### config.mk
export PLATFORM = sky130hd
export DESIGN_NAME = qpht_home
export DESIGN_NICKNAME = d
export VERILOG_FILES = /design/src/sv/qpht_pkg.sv /design/src/sv/qpht_home.sv
export SDC_FILE = /design/constraint.sdc
export NUM_CORES = 1
export LEC_CHECK = 0
export BUFFER_PORTS_ARGS = -buffer_cell sky130_fd_sc_hd__buf_2
export CELL_PAD_IN_SITES_DETAIL_PLACEMENT = 0
export CELL_PAD_IN_SITES_GLOBAL_PLACEMENT = 1
export CORE_MARGIN = 2
export CORE_UTILIZATION = 35
export DETAILED_ROUTE_END_ITERATION = 10
export GPL_TIMING_DRIVEN = 0
export PLACE_DENSITY = 0.68
export SYNTH_ARGS = -nofsm -noshare
export SYNTH_HDL_FRONTEND = slang
export SYNTH_SLANG_ARGS = --single-unit
### constraint.sdc
create_clock -name clk -period 6.6 [get_ports clk]
set_clock_uncertainty 0.05 [all_clocks]
set_input_delay 0.99 -clock clk [delete_from_list [all_inputs] [get_ports clk]]
set_output_delay 0.99 -clock clk [all_outputs]
set_load 0.01 [all_outputs]
### src/sv/qpht_pkg.sv
// ----------------------------------------------------------------------------
// qpht_pkg
// Shared constants, codes and types of the quadratic probe hash table.
// ----------------------------------------------------------------------------
package qpht_pkg;

  // Default sizing of the table.
  localparam int unsigned DEF_TABLE_SLOTS = 128;
  localparam int unsigned DEF_KEY_BYTES   = 11;
  localparam int unsigned DEF_HANDLE_BITS = 16;

  // Fixed field widths of the channels.
  localparam int unsigned OP_BITS         = 1;
  localparam int unsigned KEY_HEAD_BITS   = 64;
  localparam int unsigned KEY_TAIL_BITS   = 24;
  localparam int unsigned FULL_KEY_BITS   = KEY_HEAD_BITS + KEY_TAIL_BITS;
  localparam int unsigned FULL_KEY_BYTES  = FULL_KEY_BITS / 8;
  localparam int unsigned LEN_BITS        = 4;
  localparam int unsigned IO_HANDLE_BITS  = 16;
  localparam int unsigned STATUS_BITS     = 2;
  localparam int unsigned SLOT_INDEX_BITS = 7;

  // Hash constants.
  localparam int unsigned      HASH_MULT    = 37;
  localparam logic [31:0]      HASH_INT_MIN = 32'h8000_0000;

  // Operation codes.
  localparam logic [OP_BITS-1:0] OP_INSERT = 1'b0;
  localparam logic [OP_BITS-1:0] OP_LOOKUP = 1'b1;

  // Result status codes.
  localparam logic [STATUS_BITS-1:0] STATUS_STORED  = 2'd0;
  localparam logic [STATUS_BITS-1:0] STATUS_FOUND   = 2'd1;
  localparam logic [STATUS_BITS-1:0] STATUS_MISSING = 2'd2;
  localparam logic [STATUS_BITS-1:0] STATUS_DROPPED = 2'd3;

  // Main controller states.
  typedef enum logic [2:0] {
    ST_CLEAR,
    ST_IDLE,
    ST_HOME,
    ST_ISSUE,
    ST_CHECK
  } qpht_state_t;

  // Home slot unit states.
  typedef enum logic [1:0] {
    HS_IDLE,
    HS_HASH,
    HS_MOD,
    HS_DONE
  } qpht_home_state_t;

  // Status of the home slot unit toward the controller.
  typedef struct packed {
    logic done;
    logic fail;
  } qpht_home_sts_t;

endpackage

### src/sv/qpht_home.sv
// ----------------------------------------------------------------------------
// qpht_home
// Home slot unit: byte-serial multiplicative hash, magnitude, and a
// reciprocal-multiply remainder by the slot count (a mask for a power of two).
// ----------------------------------------------------------------------------
module qpht_home import qpht_pkg::*; #(
  parameter int unsigned TABLE_SLOTS = DEF_TABLE_SLOTS
) (
  input  logic                             clk,
  input  logic                             rst_n,
  input  logic                             start,
  input  logic [FULL_KEY_BITS-1:0]         key_in,
  input  logic [LEN_BITS-1:0]              len_in,
  output qpht_home_sts_t                   sts,
  output logic [$clog2(TABLE_SLOTS)-1:0]   home
);

  localparam int unsigned IDX_W    = $clog2(TABLE_SLOTS);
  localparam bit          IS_POW2  = (TABLE_SLOTS & (TABLE_SLOTS - 1)) == 0;
  localparam logic [IDX_W:0] SLOTS_EXT = (IDX_W + 1)'(TABLE_SLOTS);
  // floor(2^31 / slots). With a magnitude below 2^31 the quotient estimate
  // is low by at most one, so one compare and subtract finishes the job.
  localparam logic [31:0]    RECIP     = 32'((64'd1 << 31) / 64'(TABLE_SLOTS));

  qpht_home_state_t         hst_r, hst_nxt;
  logic [FULL_KEY_BITS-1:0] shf_r, shf_nxt;
  logic [LEN_BITS-1:0]      cnt_r, cnt_nxt;
  logic [LEN_BITS-1:0]      len_r, len_nxt;
  logic [31:0]              hash_r, hash_nxt;
  logic [31:0]              mag_r, mag_nxt;
  logic                     phase_r, phase_nxt;
  logic [63:0]              prod_r, prod_nxt;
  logic [IDX_W-1:0]         rem_r, rem_nxt;
  logic                     fail_r, fail_nxt;
  logic [IDX_W:0]           qn_low;
  logic [IDX_W:0]           rem_est;

  // Next state.
  always_comb begin
    hst_nxt = hst_r;
    case (hst_r)
      HS_IDLE: begin
        if (start) hst_nxt = HS_HASH;
      end
      HS_HASH: begin
        if (cnt_r == len_r) begin
          hst_nxt = (hash_r == HASH_INT_MIN) ? HS_DONE : HS_MOD;
        end
      end
      HS_MOD: begin
        if (IS_POW2 || phase_r) hst_nxt = HS_DONE;
      end
      HS_DONE: begin
        if (start) hst_nxt = HS_HASH;
      end
      default: hst_nxt = HS_IDLE;
    endcase
    if (start) hst_nxt = HS_HASH;
  end

  // Datapath and outputs.
  always_comb begin
    shf_nxt   = shf_r;
    cnt_nxt   = cnt_r;
    len_nxt   = len_r;
    hash_nxt  = hash_r;
    mag_nxt   = mag_r;
    phase_nxt = phase_r;
    prod_nxt  = prod_r;
    rem_nxt   = rem_r;
    fail_nxt  = fail_r;
    // Only the low bits of quotient times slots matter: the estimate of the
    // remainder is below twice the slot count.
    qn_low    = prod_r[31 +: IDX_W + 1] * SLOTS_EXT;
    rem_est   = mag_r[IDX_W:0] - qn_low;
    if (start) begin
      shf_nxt  = key_in;
      cnt_nxt  = '0;
      len_nxt  = len_in;
      hash_nxt = '0;
      fail_nxt = 1'b0;
    end else begin
      case (hst_r)
        HS_HASH: begin
          if (cnt_r != len_r) begin
            hash_nxt = 32'(hash_r * 32'(HASH_MULT)) +
                       32'(shf_r[FULL_KEY_BITS-1 -: 8]);
            shf_nxt  = shf_r << 8;
            cnt_nxt  = cnt_r + LEN_BITS'(1);
          end else begin
            fail_nxt  = (hash_r == HASH_INT_MIN);
            mag_nxt   = hash_r[31] ? (32'd0 - hash_r) : hash_r;
            phase_nxt = 1'b0;
            rem_nxt   = '0;
          end
        end
        HS_MOD: begin
          if (IS_POW2) begin
            rem_nxt = mag_r[IDX_W-1:0];
          end else if (!phase_r) begin
            prod_nxt  = 64'(mag_r) * 64'(RECIP);
            phase_nxt = 1'b1;
          end else begin
            rem_nxt = (rem_est >= SLOTS_EXT) ? IDX_W'(rem_est - SLOTS_EXT) : IDX_W'(rem_est);
          end
        end
        default: ;
      endcase
    end
    sts.done = (hst_r == HS_DONE);
    sts.fail = fail_r;
    home     = rem_r;
  end

  always_ff @(posedge clk) begin
    if (!rst_n) begin
      hst_r <= HS_IDLE;
    end else begin
      hst_r <= hst_nxt;
    end
  end

  always_ff @(posedge clk) begin
    shf_r   <= shf_nxt;
    cnt_r   <= cnt_nxt;
    len_r   <= len_nxt;
    hash_r  <= hash_nxt;
    mag_r   <= mag_nxt;
    phase_r <= phase_nxt;
    prod_r  <= prod_nxt;
    rem_r   <= rem_nxt;
    fail_r  <= fail_nxt;
  end

endmodule

==> run_results.csv, run 1 <==
group,metric,value,unit
run_status,outcome,"finished, final reports clean",
finish,area_growth,17.0,%
sta,setup_viol,0,
worst_setup_path,path_delay_family,"adder cells",
power,p_leak,4.91,nW
yosys,synthCells,831,
finish,drive_gt1_share,24.7,%
worst_setup_path,slowest_stage,"fa_1",
global_routing,grt_pass1_vias,6783,
drt,dr.pass1.iters,5,
yosys,synth_top_family_by_area,"adder cells",
yosys,synthArstFlopShare,0,%
power,p_sw_share,39.6,%
cts,clk_pin_slew,0.07,ns
cts,cts_tree,"built",
placed_design,dp.cells,1276,
finish,fin_cells,1311,
yosys,yosys.area_share.simple,9.59,%
yosys,ys.flop_type,"edfxtp_1",
drt,wl_per_cell,16.5,um
yosys,synth_xor_area_share,3.82,%
power,combPwrFrac,39.9,%
floorplanning,core_area,26700,sq um
power,p_per_area,342,nW/um^2
min_path,hp-class,"reg -> reg",
yosys,synth.avg_cell_area,11.3,sq um
job,maxCapViolations,0,
yosys,synthesis.area,9410,sq um
drt,drtAntennaViolNets,0,
sta,finalCritPeriodShare,66.0,%
cts,cts-buffers-inserted,17,
yosys,synth_fa_ha_area_share,22.3,%
floorplanning,die-area,28200,sq um
cts,cts_htree_levels,4,
cts,cts_root_buf,"clkbuf_16",
power,p_seq_share,33.3,%
worst_setup_path,crit_chain,"ha_1, ha_1, fa_1, inv_1, fa_1, inv_1, ha_1, a21oi_1, o22ai_1, o22ai_1, a31oi_1, a41oi_1, xor2_1, o21ai_0",
yosys,synth_compound_area_share,8.51,%
sta,hold_viol_final,0,
floorplanning,row_count,60,
placed_design,port_buffers,103,
yosys,ys_top_cells_by_count,"ha_1 (120), edfxtp_1 (106), mux2_2 (80)",
worst_setup_path,start_kind,"flip-flop",
sta,timing.slew.headroom,44.2,%
cts,cts_hold_buf,0,
worst_setup_path,path_buf_inv,2,
global_routing,grt_pass1_wl,35.1,mm
yosys,synthesis.nets,1076,
worst_setup_path,path_max_fanout,5,
worst_setup_path,cp-end-kind,"flip-flop",
floorplanning,io_pins,104,
sta,rsz0062_at_grt,"no",
drt,drt-initial-drc-count,352,
worst_setup_path,critPathKind,"reg -> reg",
yosys,synth_top_area_share,33.8,%
drt,via_count,6537,
yosys,synth_area_leaders,"edfxtp_1 (34%), ha_1 (16%), mux2_2 (9.6%)",
drt,drc,0,
sta,fin_crit,4.36,ns
min_path,hold_path.startpoint,"hash_r[30]",
drt,vias_per_cell,4.99,
worst_setup_path,cpPeakStageDelay,0.55,ns
floorplanning,die_h,168,um
sta,finalSetupTns,0,ns
cts,cts_setup_buffers,0,
worst_setup_path,cp.required,6.91,ns
placed_design,hpwl,16.7,mm
cts,post_cts_resized,0,
global_routing,antenna_found_initial,5,
floorplanning,start_util,35.3,%
worst_setup_path,reg2reg_from,"hash_r[7]",
yosys,synthMuxAreaShare,9.79,%
global_routing,grt_overflow_total,0,
power,clockPowerShare,26.8,%
global_routing,grt_max_degree,48,
yosys,synth.distinct_cells,58,
global_routing,grt_use_total,15.9,%
power,intPower,2.27,mW
yosys,ys_seq_area_share,42.1,%
cts,clockBufferDepth,2,
yosys,yosys.area.top_type,"edfxtp_1",
placed_design,gp_congestion,0.856,
cts,clock_latency,0.43,ns
sta,finalMaxSlewViolations,0,
drt,routed_wl,21.7,mm
worst_setup_path,crit_top_cell,"ha_1",
sta,tightest_slew,0.834,ns
power,ir_drop,166,uV
cts,cts_sinks,145,
finish,nNetsFinal,1199,
yosys,synth_enable_flop_cells,106,
yosys,ys_seq_elements,145,
yosys,synth_warnings,0,
power,net-switching-power,1.49,mW
worst_setup_path,startpoint,"hash_r[7]",
worst_setup_path,cp_data_arrival_time,4.67,ns
yosys,synth.most_common_cell,"ha_1",
floorplanning,die_x,168,um
sta,fmaxAchievable,0.229,GHz
[power groups by stage]
stage	Clock, mW	Sequential (mW)	Combinational, mW
global route	1.06	1.27	1.72
floorplan	0	1.22	1.15
finish	1.01	1.25	1.50
CTS	1.03	1.26	1.52
global placement	0	1.28	1.48
detailed placement	0	1.28	1.50
[registers in the layout, summed over array words and instances, names as in the netlist]
signal  flops
hash_r     32
mag_r       7
hst_r       2
cnt_r       4
len_r       4
home        7
shf_r      88
fail_r      1
[routing by layer]
metal / vias to the layer above / wire, um / part of all wire [%] / track usage, %
met5: - / 44 / 0.20 / 0
met4: 6 / 238 / 1.1 / 4.27
met3: 30 / 1110 / 5.1 / 4.23
met2: 124 / 10200 / 47 / 26.5
met1: 3133 / 10100 / 46 / 20.6
li1: 3244 / - / - / -
[worst reg2reg max path: cells and delay by family (launching register included)]
kind | cells | cell delay (ns)
compound gates | 6 | 1.46
xor+xnor | 1 | 0.19
fa+ha+maj | 5 | 1.99
buf+inv | 2 | 0.10
flops | 1 | 0.51
[metrics by stage]
stage | cell area [sq um] | setup WS [ns] | total power, mW | utilization, % | hold WS (ns)
finish | 11000 | 2.24 | 3.76 | 41.3 | 0.439
global route | 11000 | 2.10 | 4.06 | 41.3 | 0.485
CTS | 11000 | 2.29 | 3.81 | 41.3 | 0.442
detailed placement | 10400 | 2.30 | 2.78 | 38.9 | 0.433
global placement | 10300 | 0.462 | 2.76 | 38.8 | 0.426
floorplan | 9410 | 2.58 | 2.37 | - | 0.401
[cell type report]
class	count	area, sq um
inverters	64	243
fillers	2581	15600
flip-flops and latches	145	3960
clock buffers	17	425
multi-input cells	596	5080
plain buffers	26	116
repair buffers	104	543
diodes	3	7.51
well taps	341	427
clock inverters	15	196
[path summary, 6_finish.rpt]
check               end  slack (ns)  cells after the start
max          hash_r[28]        2.24                     14
max reg2reg  hash_r[28]        2.24                     14
min          hash_r[30]        0.44                      2
min reg2reg  hash_r[30]        0.44                      2
[cells in the final DEF (no fill, tap or decap), drive strengths merged, types with 32 or more instances in the layout]
| cell type | synthesis | layout |
|---|---|---|
| ha | 120 | 120 |
| buf | 13 | 117 |
| edfxtp | 106 | 106 |
| mux2 | 80 | 80 |
| nand2 | 74 | 74 |
| inv | 63 | 72 |
| a21oi | 52 | 52 |
| nor2 | 51 | 51 |
| dfxtp | 39 | 39 |
| o21ai | 32 | 32 |
[kinds of logic after synthesis]
kind of cell / count (synthesis)
AOI/OAI and AO/OA: 130
xor gates and xnor gates: 41
adders and majority gates: 150
buffers and inverters: 90
DFF: 145
muxes: 82
and+or+nand+nor: 193
Note: power is estimated with default switching activity, not from simulation.
==> run 2: changes to the inputs <==
Settings changed: PLACE_DENSITY 0.68 to 0.71.
Clock period 6.6 ns to 4 ns, I/O delays scaled along.
==> run 2 against run 1 <==
  * Total power increased by 68%
  * Sequential share of layout area decreased by 0.47 points
  * Combinational power increased by 77%
  * Design area increased by 1.9%
  * Critical path type unchanged
  * Largest cell class unchanged
  * Largest power group unchanged
  * Highest routed layer unchanged
==> run_results.csv, run 2 (synthesis results as in run 1) <==
group,metric,value,unit
run_status,outcome,"finished, final reports clean",
floorplanning,die_x,168,um
floorplanning,row_count,60,
worst_setup_path,rr_endpoint,"hash_r[30]",
power,power,6.34,mW
finish,nNetsFinal,1204,
sta,tightest_slew,0.776,ns
drt,routed_wl,21.4,mm
global_routing,grt_overflow_total,0,
worst_setup_path,start_kind,"flip-flop",
drt,via_count,6595,
finish,final_common_cell,"ha_1",
worst_setup_path,crit_chain,"ha_1, ha_1, fa_1, ha_1, ha_1, buf_2, a21oi_1, o21ai_0, a21oi_2, nand2_1, o221ai_2, xor2_1, o21ai_1",
worst_setup_path,r2r_slack,0.18,ns
worst_setup_path,cp-end-kind,"flip-flop",
global_routing,grt_pass1_vias,6750,
sta,finalMaxSlewViolations,0,
power,p_leak,4.96,nW
finish,drive_gt1_share,29.0,%
sta,hold_slack,0.294,ns
drt,wl_per_cell,16.2,um
sta,finalSetupTns,0,ns
drt,drtAntennaViolNets,0,
power,p_seq_share,32.7,%
global_routing,grt_pass1_wl,34.4,mm
finish,top_regs,"shf_r x88, hash_r x32",
global_routing,grt_max_degree,72,
worst_setup_path,path_max_fanout,7,
floorplanning,start_util,35.3,%
worst_setup_path,cp.required,4.24,ns
power,clockPowerShare,25.5,%
finish,fin_util,42.1,%
min_path,hp-class,"in -> reg",
floorplanning,core_area,26700,sq um
drt,vias_per_cell,4.99,
cts,cts-buffers-inserted,17,
power,p_sw_share,38.9,%
job,maxCapViolations,0,
worst_setup_path,crit_top_cell,"ha_1",
worst_setup_path,cpPeakStageDelay,0.50,ns
worst_setup_path,reg2reg_from,"hash_r[15]",
finish,mostFrequentLayoutCells,"ha_1 (119), buf_2 (115), edfxtp_1 (106)",
global_routing,grt_use_total,15.7,%
sta,setup_viol,0,
cts,cts_tree,"built",
min_path,hold_path.startpoint,"len_in[1]",
drt,dr.pass1.iters,5,
power,intPower,3.87,mW
sta,finalCritPeriodShare,95.5,%
worst_setup_path,slowest_stage,"dfxtp_1",
floorplanning,die-area,28200,sq um
placed_design,port_buffers,103,
cts,cts_hold_buf,0,
sta,hold_viol_final,0,
sta,fin_crit,3.82,ns
power,p_per_area,565,nW/um^2
floorplanning,die_h,168,um
worst_setup_path,reg2reg_depth,13,
cts,cts_sinks,145,
min_path,min_path_cells,1,
worst_setup_path,cp_data_arrival_time,4.06,ns
power,ir_drop,307,uV
min_path,hold_path_end,"len_r[1]",
sta,fmaxAchievable,0.262,GHz
drt,drc,0,
power,combPwrFrac,41.8,%
cts,cts_htree_levels,4,
drt,drt-initial-drc-count,303,
global_routing,antenna_found_initial,10,
finish,largest_register_ffs,88,
floorplanning,io_pins,104,
worst_setup_path,critPathKind,"reg -> reg",
cts,clk_pin_slew,0.07,ns
placed_design,hpwl,16.5,mm
cts,clockBufferDepth,2,
cts,cts_root_buf,"clkbuf_16",
power,net-switching-power,2.46,mW
finish,largest_register,"shf_r",
sta,timing.slew.headroom,48.1,%
finish,area_growth,19.2,%
worst_setup_path,startpoint,"hash_r[15]",
placed_design,gp_congestion,0.948,
cts,clock_latency,0.43,ns
==> run 2: cell types whose count changed in the layout (fill, tap and decap cells not counted), sizes merged <==
cell	previous run	this run
diode	3	8
clkinv	7	6
bufinv	0	1
buf	117	122
==> run 2: power groups by stage <==
stage	sequential (mW)	combinational [mW]	clock, mW
2_1_floorplan	2.01	1.90	0
3_5_place_dp	2.11	2.46	0
4_1_cts	2.07	2.49	1.66
5_1_grt	2.10	3.01	1.72
6_report	2.07	2.65	1.62
3_3_place_gp	2.10	2.42	0
==> run 2: repair_timing <==
item                                    in CTS  in global routing
gates cloned                                 0                  0
gates resized for setup                     11                 40
endpoints found under the setup margin      12                 13
pin swaps                                    1                  7
setup buffers                                1                  4
==> run 2: layer usage <==
metal | track usage (%) | up-vias | share of wire, %
li1 | - | 3260 | -
met1 | 19.6 | 3131 | 44
met2 | 25.9 | 162 | 47
met3 | 4.75 | 38 | 6.7
met4 | 5.29 | 4 | 2.4
met5 | 0 | - | 0.12
==> run 2: worst max-delay path: cells and delay by family (launching register included) <==
| kind | cells | cell delay [ns] |
|---|---|---|
| and+or+nand+nor | 1 | 0.10 |
| AOI/OAI and AO/OA | 5 | 1.02 |
| xor gates and xnor gates | 1 | 0.18 |
| DFF | 1 | 0.50 |
| buffers and inverters | 1 | 0.17 |
| adders and majority gates | 5 | 1.67 |
==> run 2: layout make-up <==
cell class              instances  area, sq um
fillers                      2532        15400
clock inverters                15          166
clock buffers                  17          425
inverters                      64          243
plain buffers                  26          116
multi-input cells             596         5250
diodes                          8         20.0
repair buffers                109          581
well taps                     341          427
flip-flops and latches        145         3990
==> run 2: worst max path at each step <==
stage                     slack [ns]         end  depth (start not counted)
after global placement         -1.54     home[0]                          5
after floorplan                 0.34     home[0]                          7
after CTS                      0.004  hash_r[27]                         14
after detailed placement       -0.29  hash_r[28]                         14
after global routing           -0.02  hash_r[27]                         15
final                           0.18  hash_r[30]                         13
==> run 2: through the flow <==
stage	setup slack (ns)	std cells	cell area [sq um]
after floorplan	0.336	831	9410
after global placement	-1.54	1275	10300
after detailed placement	-0.286	1276	10400
after CTS	0.00361	1309	11000
after global routing	-0.0219	1318	11200
final	0.178	1321	11200
